<file path="src/rtl/scan_beam_block_parser_unit_defines.svh">
// Assertion macros for the scan beam block parser.
// Used by the RTL modules; no other dependencies.
`ifndef SCAN_BEAM_BLOCK_PARSER_UNIT_DEFINES_SVH
`define SCAN_BEAM_BLOCK_PARSER_UNIT_DEFINES_SVH
`ifndef SYNTH
`define SBBP_ASSERT(lbl, prop, msg) \
   lbl: assert property (@(posedge clock) disable iff (reset) prop) else $error(msg);
`define SBBP_ASSERT_ALWAYS(lbl, prop, msg) \
   lbl: assert property (@(posedge clock) prop) else $error(msg);
`else
`define SBBP_ASSERT(lbl, prop, msg)
`define SBBP_ASSERT_ALWAYS(lbl, prop, msg)
`endif
`endif

</file>
<file path="src/rtl/sbbp_pkg.sv">
// Package for the scan beam block parser: types, codes and defaults.
// No dependencies.
`default_nettype none
package sbbp_pkg;

   localparam int DEFAULT_BEAM_INDEX_WIDTH = 12;
   localparam int DEFAULT_ANGLE_WIDTH = 32;
   localparam logic [11:0] DEFAULT_BEAM_LIMIT = 12'd2751;
   localparam int QUEUE_DEPTH = 4;
   localparam int CSR_INDEX_WIDTH = 2;
   localparam int CSR_DATA_WIDTH = 32;
   localparam logic [7:0] STATUS_VALID_MASK = 8'h01;

   localparam logic [CSR_INDEX_WIDTH-1:0] CSR_START_ANGLE = 2'd0;
   localparam logic [CSR_INDEX_WIDTH-1:0] CSR_ANGLE_STEP = 2'd1;
   localparam logic [CSR_INDEX_WIDTH-1:0] CSR_BEAM_LIMIT = 2'd2;

   typedef enum logic [1:0] {
      KIND_POINT = 2'd0,
      KIND_EMPTY = 2'd1,
      KIND_REJECT = 2'd2
   } kind_type;

   typedef enum logic [1:0] {
      CMD_START,
      CMD_POINT,
      CMD_EMPTY,
      CMD_REJECT
   } cmd_op_type;

   typedef enum logic [2:0] {
      PH_IDLE = 3'd0,
      PH_COUNT1 = 3'd1,
      PH_COUNT2 = 3'd2,
      PH_COUNT3 = 3'd3,
      PH_RECORDS = 3'd4
   } phase_type;

   typedef struct packed {
      cmd_op_type op;
      logic [15:0] distance;
      logic [7:0] reflectivity;
      logic [5:0] status;
      logic last;
   } cmd_type;

   typedef struct packed {
      logic push;
      cmd_type cmd;
   } push_type;

   typedef struct packed {
      logic signed [31:0] start_angle;
      logic signed [31:0] angle_step;
      logic [11:0] beam_limit;
   } cfg_type;

endpackage
`default_nettype wire

</file>
<file path="src/rtl/sbbp_channels.sv">
// Channel interfaces for the byte input and the result output.
// Plain valid/ready handshake; no package dependencies.
`default_nettype none
interface sbbp_req_if;
   logic valid;
   logic ready;
   logic [7:0] data_byte;
   logic block_start;
   modport source (output valid, output data_byte, output block_start, input ready);
   modport sink (input valid, input data_byte, input block_start, output ready);
endinterface

interface sbbp_rsp_if;
   logic valid;
   logic ready;
   logic [1:0] kind;
   logic signed [31:0] beam_angle;
   logic [15:0] distance;
   logic [7:0] reflectivity;
   logic valid_flag;
   logic infinite_flag;
   logic glare_flag;
   logic reflector_flag;
   logic contamination_flag;
   logic contamination_warn;
   logic last;
   modport source (output valid, output kind, output beam_angle, output distance,
                   output reflectivity, output valid_flag, output infinite_flag,
                   output glare_flag, output reflector_flag, output contamination_flag,
                   output contamination_warn, output last, input ready);
   modport sink (input valid, input kind, input beam_angle, input distance,
                 input reflectivity, input valid_flag, input infinite_flag,
                 input glare_flag, input reflector_flag, input contamination_flag,
                 input contamination_warn, input last, output ready);
endinterface
`default_nettype wire

</file>
<file path="src/rtl/sbbp_front.sv">
// Front end: accepts bytes, tracks the block header and beam records, and
// pushes commands into the queue. Depends on sbbp_pkg and sbbp_req_if.
`default_nettype none
`include "scan_beam_block_parser_unit_defines.svh"
module sbbp_front
   import sbbp_pkg::*;
#(
   parameter int BEAM_INDEX_WIDTH = DEFAULT_BEAM_INDEX_WIDTH
) (
   input wire logic clock,
   input wire logic reset,
   sbbp_req_if.sink req_ch,
   input wire logic queue_full,
   input wire logic [11:0] beam_limit,
   output push_type push_out
);

   phase_type phase_ff, phase_in;
   logic [31:0] count_ff, count_in;
   logic [BEAM_INDEX_WIDTH-1:0] done_ff, done_in;
   logic [1:0] rec_ff, rec_in;
   logic [15:0] dist_ff, dist_in;
   logic [7:0] refl_ff, refl_in;

   logic accept;
   logic [7:0] b;
   logic [31:0] full_count;
   logic [BEAM_INDEX_WIDTH-1:0] done_next;
   logic over_limit;
   logic zero_count;
   logic final_beam;

   assign req_ch.ready = !queue_full;
   assign accept = req_ch.valid && req_ch.ready;
   assign b = req_ch.data_byte;
   assign full_count = {b, count_ff[23:0]};
   assign over_limit = full_count > {20'd0, beam_limit};
   assign zero_count = full_count == 32'd0;
   assign done_next = done_ff + 1'b1;
   assign final_beam = 32'(done_next) == count_ff;

   always_comb begin
      phase_in = phase_ff;
      if (accept) begin
         if (req_ch.block_start) begin
            phase_in = PH_COUNT1;
         end else begin
            unique case (phase_ff)
               PH_IDLE: phase_in = PH_IDLE;
               PH_COUNT1: phase_in = PH_COUNT2;
               PH_COUNT2: phase_in = PH_COUNT3;
               PH_COUNT3: phase_in = (over_limit || zero_count) ? PH_IDLE : PH_RECORDS;
               PH_RECORDS: phase_in = (rec_ff == 2'd3 && final_beam) ? PH_IDLE : PH_RECORDS;
               default: phase_in = PH_IDLE;
            endcase
         end
      end
   end

   always_comb begin
      count_in = count_ff;
      done_in = done_ff;
      rec_in = rec_ff;
      dist_in = dist_ff;
      refl_in = refl_ff;
      push_out = '0;
      push_out.cmd.op = CMD_START;
      push_out.cmd.distance = dist_ff;
      push_out.cmd.reflectivity = refl_ff;
      push_out.cmd.status = b[5:0];
      if (accept) begin
         if (req_ch.block_start) begin
            count_in = {24'd0, b};
            done_in = '0;
            rec_in = '0;
            push_out.push = 1'b1;
            push_out.cmd.op = CMD_START;
         end else begin
            unique case (phase_ff)
               PH_COUNT1: count_in[15:8] = b;
               PH_COUNT2: count_in[23:16] = b;
               PH_COUNT3: begin
                  count_in = full_count;
                  rec_in = '0;
                  if (over_limit) begin
                     push_out.push = 1'b1;
                     push_out.cmd.op = CMD_REJECT;
                     push_out.cmd.last = 1'b1;
                  end else if (zero_count) begin
                     push_out.push = 1'b1;
                     push_out.cmd.op = CMD_EMPTY;
                     push_out.cmd.last = 1'b1;
                  end
               end
               PH_RECORDS: begin
                  case (rec_ff)
                     2'd0: begin
                        dist_in = {8'd0, b};
                        rec_in = 2'd1;
                     end
                     2'd1: begin
                        dist_in[15:8] = b;
                        rec_in = 2'd2;
                     end
                     2'd2: begin
                        refl_in = b;
                        rec_in = 2'd3;
                     end
                     default: begin
                        done_in = done_next;
                        rec_in = '0;
                        push_out.push = 1'b1;
                        push_out.cmd.op = CMD_POINT;
                        push_out.cmd.last = final_beam;
                     end
                  endcase
               end
               default: ;
            endcase
         end
      end
   end

   always_ff @(posedge clock) begin
      if (reset) begin
         phase_ff <= PH_IDLE;
         count_ff <= '0;
         done_ff <= '0;
         rec_ff <= '0;
      end else begin
         phase_ff <= phase_in;
         count_ff <= count_in;
         done_ff <= done_in;
         rec_ff <= rec_in;
      end
      dist_ff <= dist_in;
      refl_ff <= refl_in;
   end

   `SBBP_ASSERT(a_rec_only_in_records, rec_ff != 2'd0 |-> phase_ff == PH_RECORDS,
                "Record byte counter moved outside the record phase.")
   `SBBP_ASSERT(a_start_pushes, accept && req_ch.block_start |-> push_out.push &&
                push_out.cmd.op == CMD_START, "Block start did not queue a start command.")
   `SBBP_ASSERT(a_push_needs_accept, push_out.push |-> accept,
                "Command queued without an accepted transaction.")

endmodule
`default_nettype wire

</file>
<file path="src/rtl/sbbp_queue.sv">
// Short command queue between the front end and the back end.
// Depends on sbbp_pkg.
`default_nettype none
`include "scan_beam_block_parser_unit_defines.svh"
module sbbp_queue
   import sbbp_pkg::*;
(
   input wire logic clock,
   input wire logic reset,
   input wire push_type push_in,
   input wire logic pop,
   output logic full,
   output logic empty,
   output cmd_type head
);

   localparam int PTR_WIDTH = $clog2(QUEUE_DEPTH);
   localparam int COUNT_WIDTH = $clog2(QUEUE_DEPTH + 1);

   cmd_type mem_ff [QUEUE_DEPTH];
   logic [PTR_WIDTH-1:0] wr_ff, wr_in;
   logic [PTR_WIDTH-1:0] rd_ff, rd_in;
   logic [COUNT_WIDTH-1:0] count_ff, count_in;
   logic do_push;
   logic do_pop;

   assign full = count_ff == COUNT_WIDTH'(QUEUE_DEPTH);
   assign empty = count_ff == '0;
   assign head = mem_ff[rd_ff];
   assign do_push = push_in.push && !full;
   assign do_pop = pop && !empty;

   always_comb begin
      wr_in = wr_ff;
      rd_in = rd_ff;
      count_in = count_ff;
      if (do_push) begin
         wr_in = (wr_ff == PTR_WIDTH'(QUEUE_DEPTH - 1)) ? '0 : wr_ff + 1'b1;
      end
      if (do_pop) begin
         rd_in = (rd_ff == PTR_WIDTH'(QUEUE_DEPTH - 1)) ? '0 : rd_ff + 1'b1;
      end
      if (do_push && !do_pop) begin
         count_in = count_ff + 1'b1;
      end else if (do_pop && !do_push) begin
         count_in = count_ff - 1'b1;
      end
   end

   always_ff @(posedge clock) begin
      if (reset) begin
         wr_ff <= '0;
         rd_ff <= '0;
         count_ff <= '0;
      end else begin
         wr_ff <= wr_in;
         rd_ff <= rd_in;
         count_ff <= count_in;
      end
      if (do_push) begin
         mem_ff[wr_ff] <= push_in.cmd;
      end
   end

   `SBBP_ASSERT(a_no_push_when_full, full |-> !push_in.push,
                "Command pushed into a full queue.")
   `SBBP_ASSERT(a_count_tracks, do_push && !do_pop |=> count_ff == $past(count_ff) + 1'b1,
                "Queue count did not follow a push.")
   `SBBP_ASSERT_ALWAYS(a_count_bound, count_ff <= COUNT_WIDTH'(QUEUE_DEPTH),
                       "Queue count exceeds its depth.")

endmodule
`default_nettype wire

</file>
<file path="src/rtl/sbbp_back.sv">
// Back end: keeps the beam angle, turns commands into results and holds
// them in the output register. Depends on sbbp_pkg and sbbp_rsp_if.
`default_nettype none
`include "scan_beam_block_parser_unit_defines.svh"
module sbbp_back
   import sbbp_pkg::*;
#(
   parameter int ANGLE_WIDTH = DEFAULT_ANGLE_WIDTH
) (
   input wire logic clock,
   input wire logic reset,
   input wire cmd_type head,
   input wire logic queue_empty,
   input wire logic signed [31:0] start_angle,
   input wire logic signed [31:0] angle_step,
   output logic pop,
   sbbp_rsp_if.source rsp_ch
);

   logic [ANGLE_WIDTH-1:0] angle_ff, angle_in;
   logic out_valid_ff, out_valid_in;
   kind_type kind_ff, kind_in;
   logic [31:0] beam_angle_ff, beam_angle_in;
   logic [15:0] dist_ff, dist_in;
   logic [7:0] refl_ff, refl_in;
   logic [5:0] status_ff, status_in;
   logic last_ff, last_in;

   logic load_ok;
   logic emits;
   logic [ANGLE_WIDTH+31:0] start_wide;
   logic [ANGLE_WIDTH+31:0] step_wide;
   logic [ANGLE_WIDTH+31:0] angle_out_wide;

   assign start_wide = {{ANGLE_WIDTH{start_angle[31]}}, start_angle};
   assign step_wide = {{ANGLE_WIDTH{angle_step[31]}}, angle_step};
   assign angle_out_wide = {32'd0, angle_ff};

   assign load_ok = !out_valid_ff || rsp_ch.ready;
   assign emits = head.op != CMD_START;
   assign pop = !queue_empty && (!emits || load_ok);

   always_comb begin
      angle_in = angle_ff;
      out_valid_in = out_valid_ff && !rsp_ch.ready;
      kind_in = kind_ff;
      beam_angle_in = beam_angle_ff;
      dist_in = dist_ff;
      refl_in = refl_ff;
      status_in = status_ff;
      last_in = last_ff;
      if (pop) begin
         unique case (head.op)
            CMD_START: angle_in = start_wide[ANGLE_WIDTH-1:0];
            CMD_POINT: begin
               angle_in = angle_ff + step_wide[ANGLE_WIDTH-1:0];
               out_valid_in = 1'b1;
               kind_in = KIND_POINT;
               beam_angle_in = angle_out_wide[31:0];
               dist_in = head.distance;
               refl_in = head.reflectivity;
               status_in = head.status;
               last_in = head.last;
            end
            default: begin
               out_valid_in = 1'b1;
               kind_in = (head.op == CMD_REJECT) ? KIND_REJECT : KIND_EMPTY;
               beam_angle_in = '0;
               dist_in = '0;
               refl_in = '0;
               status_in = '0;
               last_in = 1'b1;
            end
         endcase
      end
   end

   always_ff @(posedge clock) begin
      if (reset) begin
         angle_ff <= '0;
         out_valid_ff <= 1'b0;
      end else begin
         angle_ff <= angle_in;
         out_valid_ff <= out_valid_in;
      end
      kind_ff <= kind_in;
      beam_angle_ff <= beam_angle_in;
      dist_ff <= dist_in;
      refl_ff <= refl_in;
      status_ff <= status_in;
      last_ff <= last_in;
   end

   assign rsp_ch.valid = out_valid_ff;
   assign rsp_ch.kind = kind_ff;
   assign rsp_ch.beam_angle = beam_angle_ff;
   assign rsp_ch.distance = dist_ff;
   assign rsp_ch.reflectivity = refl_ff;
   assign rsp_ch.valid_flag = status_ff[0];
   assign rsp_ch.infinite_flag = status_ff[1];
   assign rsp_ch.glare_flag = status_ff[2];
   assign rsp_ch.reflector_flag = status_ff[3];
   assign rsp_ch.contamination_flag = status_ff[4];
   assign rsp_ch.contamination_warn = status_ff[5];
   assign rsp_ch.last = last_ff;

   `SBBP_ASSERT(a_summary_is_last, out_valid_ff && kind_ff != KIND_POINT |-> last_ff,
                "Empty or rejected block result without the last mark.")
   `SBBP_ASSERT(a_no_overwrite, out_valid_ff && !rsp_ch.ready |-> !(pop && emits),
                "Result register overwritten while a transaction was pending.")
   `SBBP_ASSERT(a_pop_needs_entry, pop |-> !queue_empty,
                "Command taken from an empty queue.")

endmodule
`default_nettype wire

</file>
<file path="src/rtl/scan_beam_block_parser_unit.sv">
// Top level of the scan beam block parser: configuration registers, front
// end, command queue and back end. Depends on sbbp_pkg and the channel files.
//
//   Channel   Direction  Handshake        Payload
//   req_ch    in         valid / ready    data_byte, block_start
//   rsp_ch    out        valid / ready    kind, beam_angle, distance, reflectivity, flags, last
//   csr_*     in         csr_we           csr_index, csr_wdata
//
// One byte is taken per cycle while the queue has room; the command for a result is
// queued when its last byte is taken and then loaded into the output register.
// The rate is set by the four-entry command queue: bytes are taken while it has room.
// A stalled result channel fills the queue, after which req_ch.ready drops.
// Reset is synchronous; it empties the queue and the output register.
`default_nettype none
module scan_beam_block_parser_unit
   import sbbp_pkg::*;
#(
   parameter int BEAM_INDEX_WIDTH = DEFAULT_BEAM_INDEX_WIDTH,
   parameter int ANGLE_WIDTH = DEFAULT_ANGLE_WIDTH
) (
   input wire logic clock,
   input wire logic reset,
   sbbp_req_if.sink req_ch,
   sbbp_rsp_if.source rsp_ch,
   input wire logic csr_we,
   input wire logic [CSR_INDEX_WIDTH-1:0] csr_index,
   input wire logic [CSR_DATA_WIDTH-1:0] csr_wdata
);

   cfg_type cfg_ff, cfg_in;
   push_type push;
   cmd_type head;
   logic queue_full;
   logic queue_empty;
   logic pop;

   always_comb begin
      cfg_in = cfg_ff;
      if (csr_we) begin
         unique case (csr_index)
            CSR_START_ANGLE: cfg_in.start_angle = csr_wdata;
            CSR_ANGLE_STEP: cfg_in.angle_step = csr_wdata;
            CSR_BEAM_LIMIT: cfg_in.beam_limit = csr_wdata[11:0];
            default: ;
         endcase
      end
   end

   always_ff @(posedge clock) begin
      if (reset) begin
         cfg_ff.start_angle <= '0;
         cfg_ff.angle_step <= '0;
         cfg_ff.beam_limit <= DEFAULT_BEAM_LIMIT;
      end else begin
         cfg_ff <= cfg_in;
      end
   end

   sbbp_front #(
      .BEAM_INDEX_WIDTH(BEAM_INDEX_WIDTH)
   ) u_front (
      .clock(clock),
      .reset(reset),
      .req_ch(req_ch),
      .queue_full(queue_full),
      .beam_limit(cfg_ff.beam_limit),
      .push_out(push)
   );

   sbbp_queue u_queue (
      .clock(clock),
      .reset(reset),
      .push_in(push),
      .pop(pop),
      .full(queue_full),
      .empty(queue_empty),
      .head(head)
   );

   sbbp_back #(
      .ANGLE_WIDTH(ANGLE_WIDTH)
   ) u_back (
      .clock(clock),
      .reset(reset),
      .head(head),
      .queue_empty(queue_empty),
      .start_angle(cfg_ff.start_angle),
      .angle_step(cfg_ff.angle_step),
      .pop(pop),
      .rsp_ch(rsp_ch)
   );

endmodule
`default_nettype wire
</file>
<file path="src/flat_wrapper.sv">
// flat-port wrapper written by rule: the top's interface ports become plain ports
module scan_beam_block_parser_unit_flat import sbbp_pkg::*;
#(
   parameter int BEAM_INDEX_WIDTH = DEFAULT_BEAM_INDEX_WIDTH,
   parameter int ANGLE_WIDTH = DEFAULT_ANGLE_WIDTH
)
  (clock, reset, csr_we, csr_index, csr_wdata, req_ch_valid, req_ch_data_byte, req_ch_block_start, req_ch_ready, rsp_ch_valid, rsp_ch_kind, rsp_ch_beam_angle, rsp_ch_distance, rsp_ch_reflectivity, rsp_ch_valid_flag, rsp_ch_infinite_flag, rsp_ch_glare_flag, rsp_ch_reflector_flag, rsp_ch_contamination_flag, rsp_ch_contamination_warn, rsp_ch_last, rsp_ch_ready);
  sbbp_req_if req_ch_i ();
  sbbp_rsp_if rsp_ch_i ();
  input wire logic clock;
  input wire logic reset;
  input wire logic csr_we;
  input wire logic [CSR_INDEX_WIDTH-1:0] csr_index;
  input wire logic [CSR_DATA_WIDTH-1:0] csr_wdata;
  input wire logic [$bits(req_ch_i.valid)-1:0] req_ch_valid;
  input wire logic [$bits(req_ch_i.data_byte)-1:0] req_ch_data_byte;
  input wire logic [$bits(req_ch_i.block_start)-1:0] req_ch_block_start;
  output wire logic [$bits(req_ch_i.ready)-1:0] req_ch_ready;
  output wire logic [$bits(rsp_ch_i.valid)-1:0] rsp_ch_valid;
  output wire logic [$bits(rsp_ch_i.kind)-1:0] rsp_ch_kind;
  output wire logic [$bits(rsp_ch_i.beam_angle)-1:0] rsp_ch_beam_angle;
  output wire logic [$bits(rsp_ch_i.distance)-1:0] rsp_ch_distance;
  output wire logic [$bits(rsp_ch_i.reflectivity)-1:0] rsp_ch_reflectivity;
  output wire logic [$bits(rsp_ch_i.valid_flag)-1:0] rsp_ch_valid_flag;
  output wire logic [$bits(rsp_ch_i.infinite_flag)-1:0] rsp_ch_infinite_flag;
  output wire logic [$bits(rsp_ch_i.glare_flag)-1:0] rsp_ch_glare_flag;
  output wire logic [$bits(rsp_ch_i.reflector_flag)-1:0] rsp_ch_reflector_flag;
  output wire logic [$bits(rsp_ch_i.contamination_flag)-1:0] rsp_ch_contamination_flag;
  output wire logic [$bits(rsp_ch_i.contamination_warn)-1:0] rsp_ch_contamination_warn;
  output wire logic [$bits(rsp_ch_i.last)-1:0] rsp_ch_last;
  input wire logic [$bits(rsp_ch_i.ready)-1:0] rsp_ch_ready;
  assign req_ch_i.valid = req_ch_valid;
  assign req_ch_i.data_byte = req_ch_data_byte;
  assign req_ch_i.block_start = req_ch_block_start;
  assign req_ch_ready = req_ch_i.ready;
  assign rsp_ch_valid = rsp_ch_i.valid;
  assign rsp_ch_kind = rsp_ch_i.kind;
  assign rsp_ch_beam_angle = rsp_ch_i.beam_angle;
  assign rsp_ch_distance = rsp_ch_i.distance;
  assign rsp_ch_reflectivity = rsp_ch_i.reflectivity;
  assign rsp_ch_valid_flag = rsp_ch_i.valid_flag;
  assign rsp_ch_infinite_flag = rsp_ch_i.infinite_flag;
  assign rsp_ch_glare_flag = rsp_ch_i.glare_flag;
  assign rsp_ch_reflector_flag = rsp_ch_i.reflector_flag;
  assign rsp_ch_contamination_flag = rsp_ch_i.contamination_flag;
  assign rsp_ch_contamination_warn = rsp_ch_i.contamination_warn;
  assign rsp_ch_last = rsp_ch_i.last;
  assign rsp_ch_i.ready = rsp_ch_ready;
  scan_beam_block_parser_unit #(.BEAM_INDEX_WIDTH(BEAM_INDEX_WIDTH), .ANGLE_WIDTH(ANGLE_WIDTH)) u_core (.clock(clock), .reset(reset), .req_ch(req_ch_i), .rsp_ch(rsp_ch_i), .csr_we(csr_we), .csr_index(csr_index), .csr_wdata(csr_wdata));
endmodule
</file>
<file path="config.mk">
export PLATFORM = sky130hd
export DESIGN_NAME = scan_beam_block_parser_unit_flat
export DESIGN_NICKNAME = d
export VERILOG_FILES = /design/src/rtl/sbbp_pkg.sv /design/src/rtl/sbbp_channels.sv /design/src/rtl/sbbp_front.sv /design/src/rtl/sbbp_queue.sv /design/src/rtl/sbbp_back.sv /design/src/rtl/scan_beam_block_parser_unit.sv /design/src/flat_wrapper.sv
export VERILOG_INCLUDE_DIRS = /design/src /design/src/rtl
export SDC_FILE = /design/constraint.sdc
export NUM_CORES = 1
export LEC_CHECK = 0
export ABC_AREA = 0
export BUFFER_PORTS_ARGS = -buffer_cell sky130_fd_sc_hd__buf_2
export CAP_MARGIN = 10
export CORE_MARGIN = 2
export CORE_UTILIZATION = 40
export DETAILED_ROUTE_END_ITERATION = 8
export PLACE_DENSITY_LB_ADDON = 0.12
export SLEW_MARGIN = 5
export SYNTH_ARGS = -nofsm -noshare
export SYNTH_HDL_FRONTEND = slang
export SYNTH_SLANG_ARGS = --single-unit
export TNS_END_PERCENT = 50
</file>
<file path="constraint.sdc">
create_clock -name clock -period 7.05 [get_ports clock]
set_clock_uncertainty 0.05 [all_clocks]
set_input_delay 1.0575 -clock clock [delete_from_list [all_inputs] [get_ports clock]]
set_output_delay 1.0575 -clock clock [all_outputs]
set_load 0.02 [all_outputs]
</file>
==> results.toml, run 1 <==
[yosys]
synth_area_leader_cell = "edfxtp_1"
synth_flop_cell = "edfxtp_1"
synth_seq_area_share_pct = 59.9
synth_cell_types = 64
synth_top_cell_area_share_pct = 39.8
synth_cells = 1451
yosys_warnings = 0
synth-seq-cells = 388
syn_area_um2 = 16700
syn_avg_cell_area_um2 = 11.5
synth_edf_count = 221
synthTopCellsByArea = "edfxtp_1, dfxtp_1, nand2_1, mux4_2, a21oi_1"
syn_nets = 1556
synthArstFlopShare_pct = 0

[critical_path]
crit_fanout = 13
worstSetupPathType = "reg -> reg"
rr_startpoint = "u_core.u_front.phase_ff[2]"
crit_start = "u_core.u_front.phase_ff[2]"
critPathRequiredTime_ns = 7.48
start_kind = "register"
r2r_slack_ns = 3.18
critPathMaxStageDelay_ns = 0.54
cp-end-kind = "register"
arrival_ns = 4.29
slowest_stage = "nor3b_1"
cp_cell_sequence = "nor3b_1, and2_1, o21ai_0, buf_4, a21oi_1, ha_1, inv_1, fa_1, xor2_1, or3_1, a21oi_1"
cpMostUsedCell = "a21oi_1"

[power_and_ir_drop]
power.density_nw_per_um2 = 357
leakage_nw = 7.16
vdd_ir_drop_max_uv = 265

[placement]
post_dp_cell_area_um2 = 17800
gp_congestion = 0.834
detailed_place_hpwl_um = 24900
port_buffers = 114
placed_cells = 2038

[sta]
whs_ns = 0.405
tns_ns = 0
min_period_ns = 3.87
post-route-period-util_pct = 54.8
fmax_mhz = 259
worst_slew_pin_slew_ns = 1.16
slew_headroom_pct = 22.6
setup_viol = 0
slew_viol_final = 0
finalHoldViolations = 0
rsz0062_at_grt = "no"

[global_routing]
grt_pass1_vias = 11000
antenna_found_initial = 0
grt.overflow.total = 0
grt_pass1_wl_um = 62000
grt_use_total_pct = 18.1
grt_max_degree = 87

[cells_and_area]
fillCellCount = 3822
final_layout_size_suffix_gt1_share_pct = 14.6
fin_cells = 2110
multi_input_area_um2 = 6300
design_area_um2 = 19000
nNetsFinal = 1653
most-common-layout-cells = "edfxtp_1, nand2_1, dfxtp_1"
seqCellArea_um2 = 9980
layout_commonest_cell = "edfxtp_1"
syn2layout_area_growth_pct = 14.0

[floorplanning]
fp-row-count = 74
core_area_um2 = 41000
die_y_um = 208
dieArea_um2 = 43300
start_util_pct = 40.6
die_w_um = 208
io-pin-count = 115

[drt]
viasPerCell = 5.30
dr.pass1.iters = 5
final_antenna_net_count = 0
wirelength_um = 39200
drc = 0
num_vias = 11200
wl_per_cell_um = 18.6
first_iter_violations = 707

[clock_tree]
tritoncts = "built"
clk_pin_slew_worst_paths_ns = 0.06
holdBufCountCts = 0
post_cts_resized = 0
clock_path_buffers = 3
cts-root-buf = "clkbuf_16"
cts_buffers = 40
post-cts-setup-buffer-count = 0
cts.sinks = 388
htreeDepth = 2
clk_latency_ns = 0.57

[flow_run]
cap_viol_max_count = 0

[worst_hold_path]
min_path_type = "reg -> reg"
hp-start = "u_core.cfg_ff[62]"

[outcome]
status = "complete, no violations"
-- logic make-up (layout without fill, tap and decap cells) --
logic type | after synthesis | in the layout | share of synthesized area [%]
other cells | 0 | 1 | 0
mux | 43 | 43 | 4.99
compound gates | 303 | 303 | 11.5
flops | 388 | 388 | 59.9
xor+xnor | 32 | 32 | 1.68
fa+ha+maj | 57 | 57 | 4.37
buf+inv | 106 | 232 | 2.49
simple gates | 522 | 522 | 15.2
-- synth_stat cells (3+ instances only) --
| master | instances |
|---|---|
| xor2_1 | 17 |
| a21o_1 | 17 |
| nand3_1 | 24 |
| mux2i_1 | 10 |
| nand4b_1 | 3 |
| inv_1 | 30 |
| a22oi_1 | 27 |
| and3_1 | 18 |
| o21ai_1 | 4 |
| a21oi_1 | 142 |
| o21a_1 | 8 |
| clkbuf_1 | 69 |
| xnor2_1 | 15 |
| nand3b_1 | 7 |
| o31ai_1 | 3 |
| edfxtp_1 | 221 |
| o211ai_1 | 8 |
| o221ai_1 | 13 |
| nand2_1 | 207 |
| and2_1 | 83 |
| o21ai_0 | 31 |
| a311oi_1 | 4 |
| dfxtp_1 | 167 |
| a211o_1 | 8 |
| or4_1 | 4 |
| buf_1 | 3 |
| a32oi_1 | 3 |
| mux4_2 | 32 |
| nor4_1 | 14 |
| nor2b_1 | 8 |
| nand2b_1 | 9 |
| ha_1 | 55 |
| a21boi_0 | 4 |
| a31oi_1 | 6 |
| nand4_1 | 6 |
| nor3b_1 | 6 |
| or3_1 | 14 |
| nor3_1 | 13 |
| o41ai_1 | 3 |
| a211oi_1 | 7 |
| nor2_1 | 95 |
-- routing by layer --
metal | GRT usage (%) | vias to the layer above | routed length (um)
met5 | 0 | - | 0
met4 | 4.79 | 0 | 839
met3 | 3.61 | 63 | 1690
met2 | 28.3 | 214 | 17400
met1 | 25.8 | 5421 | 19300
li1 | - | 5490 | -
-- layout make-up --
cell class	count	share of cell area [%]
timing repair buffer	131	3.69
sequential	388	52.5
clock inverter	13	0.639
inverter	30	0.593
tap	532	3.50
clock buffer	58	5.89
multi-input combinational	957	33.2
antenna	1	0.0132
-- per-stage QoR --
stage / setup WS (ns) / power [mW] / util (%)
after floorplan: 2.38 / 4.25 / -
after global placement: 3.20 / 4.81 / 43.3
final: 3.18 / 6.78 / 46.3
after global routing: 2.98 / 7.13 / 46.3
after CTS: 3.23 / 6.87 / 46.3
after detailed placement: 3.14 / 4.83 / 43.3
-- power breakdown --
group	internal, mW	leakage (nW)	switching [mW]
logic	0.617	3.12	1.17
clock network	1.15	0.601	0.881
registers	2.80	3.45	0.151
-- worst max-delay path: cells and delay by family (launching register included) --
kind | cells | cell delay (ns)
AOI/OAI and AO/OA | 3 | 0.78
xor gates and xnor gates | 1 | 0.16
adders and majority gates | 2 | 0.66
buffers and inverters | 2 | 0.29
DFF | 1 | 0.45
and+or+nand+nor | 3 | 1.38
-- final timing paths --
check                           cells after the start                         end
worst max-delay path                               11  u_core.u_queue.count_ff[2]
worst min-delay path                                2           u_core.cfg_ff[62]
worst max register to register                     11  u_core.u_queue.count_ff[2]
worst min register to register                      2           u_core.cfg_ff[62]
-- state kept, by name, indices dropped and copies added, names as in the netlist, named ones only --
name / count
u_core.u_front.dist_ff: 16
u_core.u_back.status_ff: 6
u_core.u_front.rec_ff: 2
u_core.u_queue.mem_ff: 132
u_core.u_back.rsp_ch.distance: 16
u_core.u_back.rsp_ch.reflectivity: 8
u_core.u_front.phase_ff: 3
u_core.u_back.rsp_ch.last: 1
u_core.u_front.done_ff: 12
u_core.u_back.rsp_ch.kind: 2
u_core.u_queue.rd_ff: 2
u_core.u_back.rsp_ch.beam_angle: 32
u_core.u_back.angle_ff: 32
u_core.u_queue.wr_ff: 2
u_core.cfg_ff: 76
u_core.u_front.refl_ff: 8
u_core.u_queue.count_ff: 3
u_core.u_front.count_ff: 32
u_core.u_back.rsp_ch.valid: 1
(Power assumes the default switching activity.)
==> run 2, diff against run 1 <==
--- a/config.mk
+++ b/config.mk
@@ -6,7 +6,7 @@
 export SDC_FILE = /design/constraint.sdc
 export NUM_CORES = 1
 export LEC_CHECK = 0
-export ABC_AREA = 0
+export ABC_AREA = 1
 export BUFFER_PORTS_ARGS = -buffer_cell sky130_fd_sc_hd__buf_2
 export CAP_MARGIN = 10
 export CORE_MARGIN = 2
==> constraint.sdc (replaced) <==
create_clock -name clock -period 3.2 [get_ports clock]
set_clock_uncertainty 0.05 [all_clocks]
set_input_delay 0.48 -clock clock [delete_from_list [all_inputs] [get_ports clock]]
set_output_delay 0.48 -clock clock [all_outputs]
set_load 0.02 [all_outputs]
==> results.toml, run 2 <==
[clock_tree]
htreeDepth = 2
clk_pin_slew_worst_paths_ns = 0.06
cts_buffers = 43
post-cts-setup-buffer-count = 0
tritoncts = "built"
cts-root-buf = "clkbuf_16"
clk_latency_ns = 0.59
clock_path_buffers = 3
cts.sinks = 388

[floorplanning]
io-pin-count = 115
dieArea_um2 = 45000
core_area_um2 = 42900
start_util_pct = 40.4
fp-row-count = 76
die_w_um = 212
die_y_um = 212

[yosys]
syn_nets = 2032
yosys-top-cells-count = "nor2_1, nand2_1, edfxtp_1"
synth_top_cell_area_share_pct = 38.3
synth_edf_count = 221
synthArstFlopShare_pct = 0
synth_seq_area_share_pct = 57.7
synth_flop_cell = "edfxtp_1"
synthTopCellsByArea = "edfxtp_1, dfxtp_1, nor2_1, nand2_1, o21ai_0"
syn_area_um2 = 17300
syn_avg_cell_area_um2 = 8.98
synth_cells = 1927
synth_cell_types = 48
yosys_warnings = 0
synth-seq-cells = 388
synthMostInstantiatedCell = "nor2_1"
synth_area_leader_cell = "edfxtp_1"

[sta]
finalHoldViolations = 0
finalWorstSetupSlack_ns = 0.250
slew_headroom_pct = 47.5
min_period_ns = 2.95
setup_viol = 0
post-route-period-util_pct = 92.2
whs_ns = 0.0924
fmax_mhz = 339
worst_slew_pin_slew_ns = 0.779
slew_viol_final = 0

[drt]
wirelength_um = 45200
wl_per_cell_um = 17.0
dr.pass1.iters = 5
first_iter_violations = 836
drc = 0
viasPerCell = 5.00
num_vias = 13300
final_antenna_net_count = 0

[cells_and_area]
utilization_pct = 46.8
layout_commonest_cell = "nor2_1"
top_regs = "u_core.u_queue.mem_ff x132, u_core.cfg_ff x76"
syn2layout_area_growth_pct = 15.9
largest_register_ffs = 132
fillCellCount = 4196
top_register = "u_core.u_queue.mem_ff"
most-common-layout-cells = "nor2_1, nand2_1, edfxtp_1"
nNetsFinal = 2140
final_layout_size_suffix_gt1_share_pct = 11.7

[flow_run]
cap_viol_max_count = 0

[outcome]
status = "complete, no violations"

[global_routing]
grt_max_degree = 90
grt_use_total_pct = 20.4
grt_pass1_wl_um = 70500
grt_pass1_vias = 12600
antenna_found_initial = 2
grt.overflow.total = 0

[critical_path]
crit_fanout = 5
rr_startpoint = "u_core.u_front.count_ff[11]"
worstSetupPathType = "reg -> reg"
critPathRequiredTime_ns = 3.62
cp-end-kind = "register"
cp-endpoint = "u_core.u_queue.count_ff[2]"
r2r_slack_ns = 0.25
start_kind = "register"
crit-reg2reg-capture = "u_core.u_queue.count_ff[2]"
arrival_ns = 3.37
r2r_cells = 17
crit_start = "u_core.u_front.count_ff[11]"

[placement]
post-place-ws_ns = 0.195
detailed_place_hpwl_um = 30700
gp_congestion = 0.909
port_buffers = 114

[power_and_ir_drop]
power.density_nw_per_um2 = 835
total_power_mw = 16.7
vdd_ir_drop_max_uv = 444
leakage_nw = 7.82

[worst_hold_path]
min_path_type = "in -> reg"
[run 2: changes by cell type after synthesis, sizes merged, moves of 13 or more]
cell / change
a21oi: +56
or3: -13
nor2: +259
clkbuf: -22
a21o: -13
inv: +159
nand2: +81
and2: -83
a22oi: -26
o21ai: +177
nand3: +36
and3: -18
buf: +23
mux4: -32
[run 2: how the worst min path moves through the flow]
stage                                 start           endpoint  cells past startpoint
after floorplan           u_core.cfg_ff[46]  u_core.cfg_ff[46]                      2
after global placement    u_core.cfg_ff[37]  u_core.cfg_ff[37]                      2
final                         csr_wdata[16]  u_core.cfg_ff[60]                      3
after CTS                     csr_wdata[27]  u_core.cfg_ff[71]                      3
after global routing          csr_wdata[14]  u_core.cfg_ff[58]                      3
after detailed placement  u_core.cfg_ff[14]  u_core.cfg_ff[14]                      2
[run 2: logic make-up after synthesis]
logic type / count (synthesis) / share of synthesized area (%)
simple gates: 740 / 17.2
xor+xnor: 20 / 1.10
compound gates: 452 / 13.7
fa+ha+maj: 57 / 4.21
buf+inv: 270 / 6.12
flops: 388 / 57.7
[run 2: critical path: stages (launching register included)]
cell     delay (ns)
dfxtp_1        0.35
ha_1           0.31
nand2_1        0.07
or3_1          0.37
inv_1          0.10
nand2_1        0.06
nand3_1        0.11
nand2_1        0.09
nand2_1        0.09
nand3_2        0.12
nand2_2        0.10
ha_1           0.14
inv_1          0.07
fa_1           0.40
a21oi_2        0.14
o21ai_1        0.09
o21ai_1        0.12
a21oi_1        0.05
[run 2: metal layers]
metal  track usage, %  part of all wire [%]  vias to the layer above
met5                0                 0.029                        -
met4             5.66                   1.9                        2
met3             3.46                   5.1                       57
met2             30.5                    42                      301
met1             30.4                    51                     6236
li1                 -                     -                     6688
[run 2: power by group]
| part | internal, mW | leakage [nW] | switching, mW | total (mW) |
|---|---|---|---|---|
| Sequential | 6.31 | 3.42 | 0.376 | 6.69 |
| Clock | 2.93 | 0.715 | 2.09 | 5.02 |
| Combinational | 1.51 | 3.69 | 3.53 | 5.04 |
| Total | 10.8 | 7.82 | 6.00 | 16.7 |
[run 2: final cells by class]
class	instances	area (um^2)	share of cell area [%]
clock buffer	58	1200	6.00
tap	585	732	3.65
inverter	193	727	3.62
sequential	388	9980	49.7
timing repair buffer	140	866	4.32
clock inverter	22	245	1.22
antenna	1	2.50	0.0125
multi-input combinational	1269	6310	31.4
[run 2: through the flow]
stage,instances,cell area [um^2],setup TNS (ns)
6_report,2656,20100,0
5_1_grt,2656,20100,-0.00262
4_1_cts,2655,20100,0
3_5_place_dp,2575,18600,0
3_3_place_gp,2575,18600,0
2_1_floorplan,1927,17300,-40.86
[run 2: repair_timing]
| action | CTS | global route |
|---|---|---|
| endpoints found under the setup margin | 0 | 1 |
| hold buffers | 0 | 0 |
| resized for setup | 0 | 5 |
==> run 3, diff against run 2 <==
--- a/config.mk
+++ b/config.mk
@@ -7,11 +7,11 @@
 export NUM_CORES = 1
 export LEC_CHECK = 0
 export ABC_AREA = 1
-export BUFFER_PORTS_ARGS = -buffer_cell sky130_fd_sc_hd__buf_2
 export CAP_MARGIN = 10
 export CORE_MARGIN = 2
 export CORE_UTILIZATION = 40
 export DETAILED_ROUTE_END_ITERATION = 8
+export DONT_BUFFER_PORTS = 1
 export PLACE_DENSITY_LB_ADDON = 0.12
 export SLEW_MARGIN = 5
 export SYNTH_ARGS = -nofsm -noshare
==> results.toml, run 3 (synthesis results as in run 2) <==
[outcome]
status = "complete, no violations"

[floorplanning]
start_util_pct = 40.4
dieArea_um2 = 45000
die_w_um = 212
fp-row-count = 76
core_area_um2 = 42900
io-pin-count = 115
die_y_um = 212

[cells_and_area]
most-common-layout-cells = "nor2_1, nand2_1, edfxtp_1"
nNetsFinal = 2071
fillCellCount = 4115
top_register = "u_core.u_queue.mem_ff"
seqCellArea_um2 = 9980
final_layout_size_suffix_gt1_share_pct = 6.70
layout_commonest_cell = "nor2_1"
utilization_pct = 46.6
design_area_um2 = 20000
syn2layout_area_growth_pct = 15.5
multi_input_area_um2 = 6300
largest_register_ffs = 132
top_regs = "u_core.u_queue.mem_ff x132, u_core.cfg_ff x76"

[flow_run]
cap_viol_max_count = 0

[sta]
post-route-period-util_pct = 90.7
finalHoldViolations = 0
fmax_mhz = 345
worst_slew_pin_slew_ns = 0.829
setup_viol = 0
min_period_ns = 2.90
slew_viol_final = 0
finalWorstSetupSlack_ns = 0.298
slew_headroom_pct = 44.1
rsz0062_at_grt = "no"
tns_ns = 0

[global_routing]
grt_use_total_pct = 20.7
grt_pass1_wl_um = 71300
antenna_found_initial = 1
grt.overflow.total = 0
grt_pass1_vias = 12400
grt_max_degree = 52

[clock_tree]
cts_buffers = 43
cts.sinks = 388
clk_latency_ns = 0.59
clk_pin_slew_worst_paths_ns = 0.06
clock_path_buffers = 3
tritoncts = "built"
htreeDepth = 2
cts-root-buf = "clkbuf_16"

[drt]
drc = 0
first_iter_violations = 752
final_antenna_net_count = 0
dr.pass1.iters = 5
wirelength_um = 45800
wl_per_cell_um = 17.7
viasPerCell = 5.05
num_vias = 13100

[critical_path]
cpMostUsedCell = "nand2_1"
cp-endpoint = "u_core.u_queue.count_ff[2]"
slowest_stage = "or3_1"
crit-reg2reg-capture = "u_core.u_queue.count_ff[2]"
cp_cell_sequence = "ha_1, nand2_1, or3_1, inv_1, nand2_1, nand3_1, nand2_1, nand2_1, nand3_2, nand2_2, ha_1, inv_1, fa_1, a21oi_1, o21ai_0, o21ai_1, a21oi_1"
critPathTopFamily = "simple AND/OR/NAND/NOR gates"
worstSetupPathType = "reg -> reg"
crit_start = "u_core.u_front.count_ff[11]"
worst-path-buf-inv = 2
start_kind = "register"
r2r_cells = 17
cp.depth = 17
rr_startpoint = "u_core.u_front.count_ff[11]"
critPathRequiredTime_ns = 3.61
cp-end-kind = "register"
critPathMaxStageDelay_ns = 0.38
r2r_slack_ns = 0.30
crit_fanout = 5
arrival_ns = 3.31

[power_and_ir_drop]
total_power_mw = 16.7
leakage_nw = 7.57
vdd_ir_drop_max_uv = 406
power.density_nw_per_um2 = 833

[placement]
port_buffers = 0
post-place-ws_ns = 0.233
detailed_place_hpwl_um = 30100
post_dp_cell_area_um2 = 18000
gp_congestion = 0.886

[worst_hold_path]
min_path_type = "in -> reg"
## run 3: stage by stage
step	std cells	hold slack (ns)
after global routing	2586	0.00175
after CTS	2584	0.000986
after global placement	2464	0.388
final	2587	0.0231
after detailed placement	2464	0.392
after floorplan	1927	0.375
## run 3: worst min path at each step
stage	cells after the start	startpoint	to
finish	2	csr_wdata[7]	u_core.cfg_ff[7]
global route	2	csr_wdata[7]	u_core.cfg_ff[7]
CTS	2	csr_wdata[7]	u_core.cfg_ff[7]
detailed placement	2	u_core.cfg_ff[19]	u_core.cfg_ff[19]
global placement	2	u_core.cfg_ff[37]	u_core.cfg_ff[37]
floorplan	2	u_core.cfg_ff[46]	u_core.cfg_ff[46]
## run 3: cell type report
type | instances | share of cell area (%)
Clock inverter | 18 | 1.23
Tap cell | 585 | 3.66
Clock buffer | 62 | 6.40
Sequential cell | 388 | 49.9
Multi-Input combinational cell | 1269 | 31.5
Timing Repair Buffer | 71 | 3.63
Antenna cell | 1 | 0.0125
Inverter | 193 | 3.64
## run 3: what timing repair did
action                                  4_1_cts  5_1_grt
endpoints found under the hold margin       136        0
hold buffers                                 40        0
setup buffers                                 0        2
resized for setup                             0        3
endpoints found under the setup margin        0        1
## run 3: layer usage
layer	global-route usage (%)	vias up	part of all wire [%]
met2	30.8	287	43
met1	30.1	6176	49
met5	0	-	0.028
met4	5.20	2	1.8
li1	-	6547	-
met3	4.93	60	6.0
## run 3: worst reg2reg max path, stage by stage (launching register included)
cell	delay [ns]
dfxtp_1	0.34
ha_1	0.31
nand2_1	0.06
or3_1	0.38
inv_1	0.08
nand2_1	0.05
nand3_1	0.08
nand2_1	0.08
nand2_1	0.10
nand3_2	0.10
nand2_2	0.10
ha_1	0.15
inv_1	0.07
fa_1	0.38
a21oi_1	0.14
o21ai_0	0.11
o21ai_1	0.13
a21oi_1	0.07
## run 3: where the power goes
| group | leakage [nW] | total, mW | switching, mW | internal, mW |
|---|---|---|---|---|
| Sequential | 3.42 | 7.35 | 1.00 | 6.35 |
| Combinational | 3.41 | 4.07 | 2.83 | 1.24 |
| Clock | 0.751 | 5.23 | 2.09 | 3.14 |
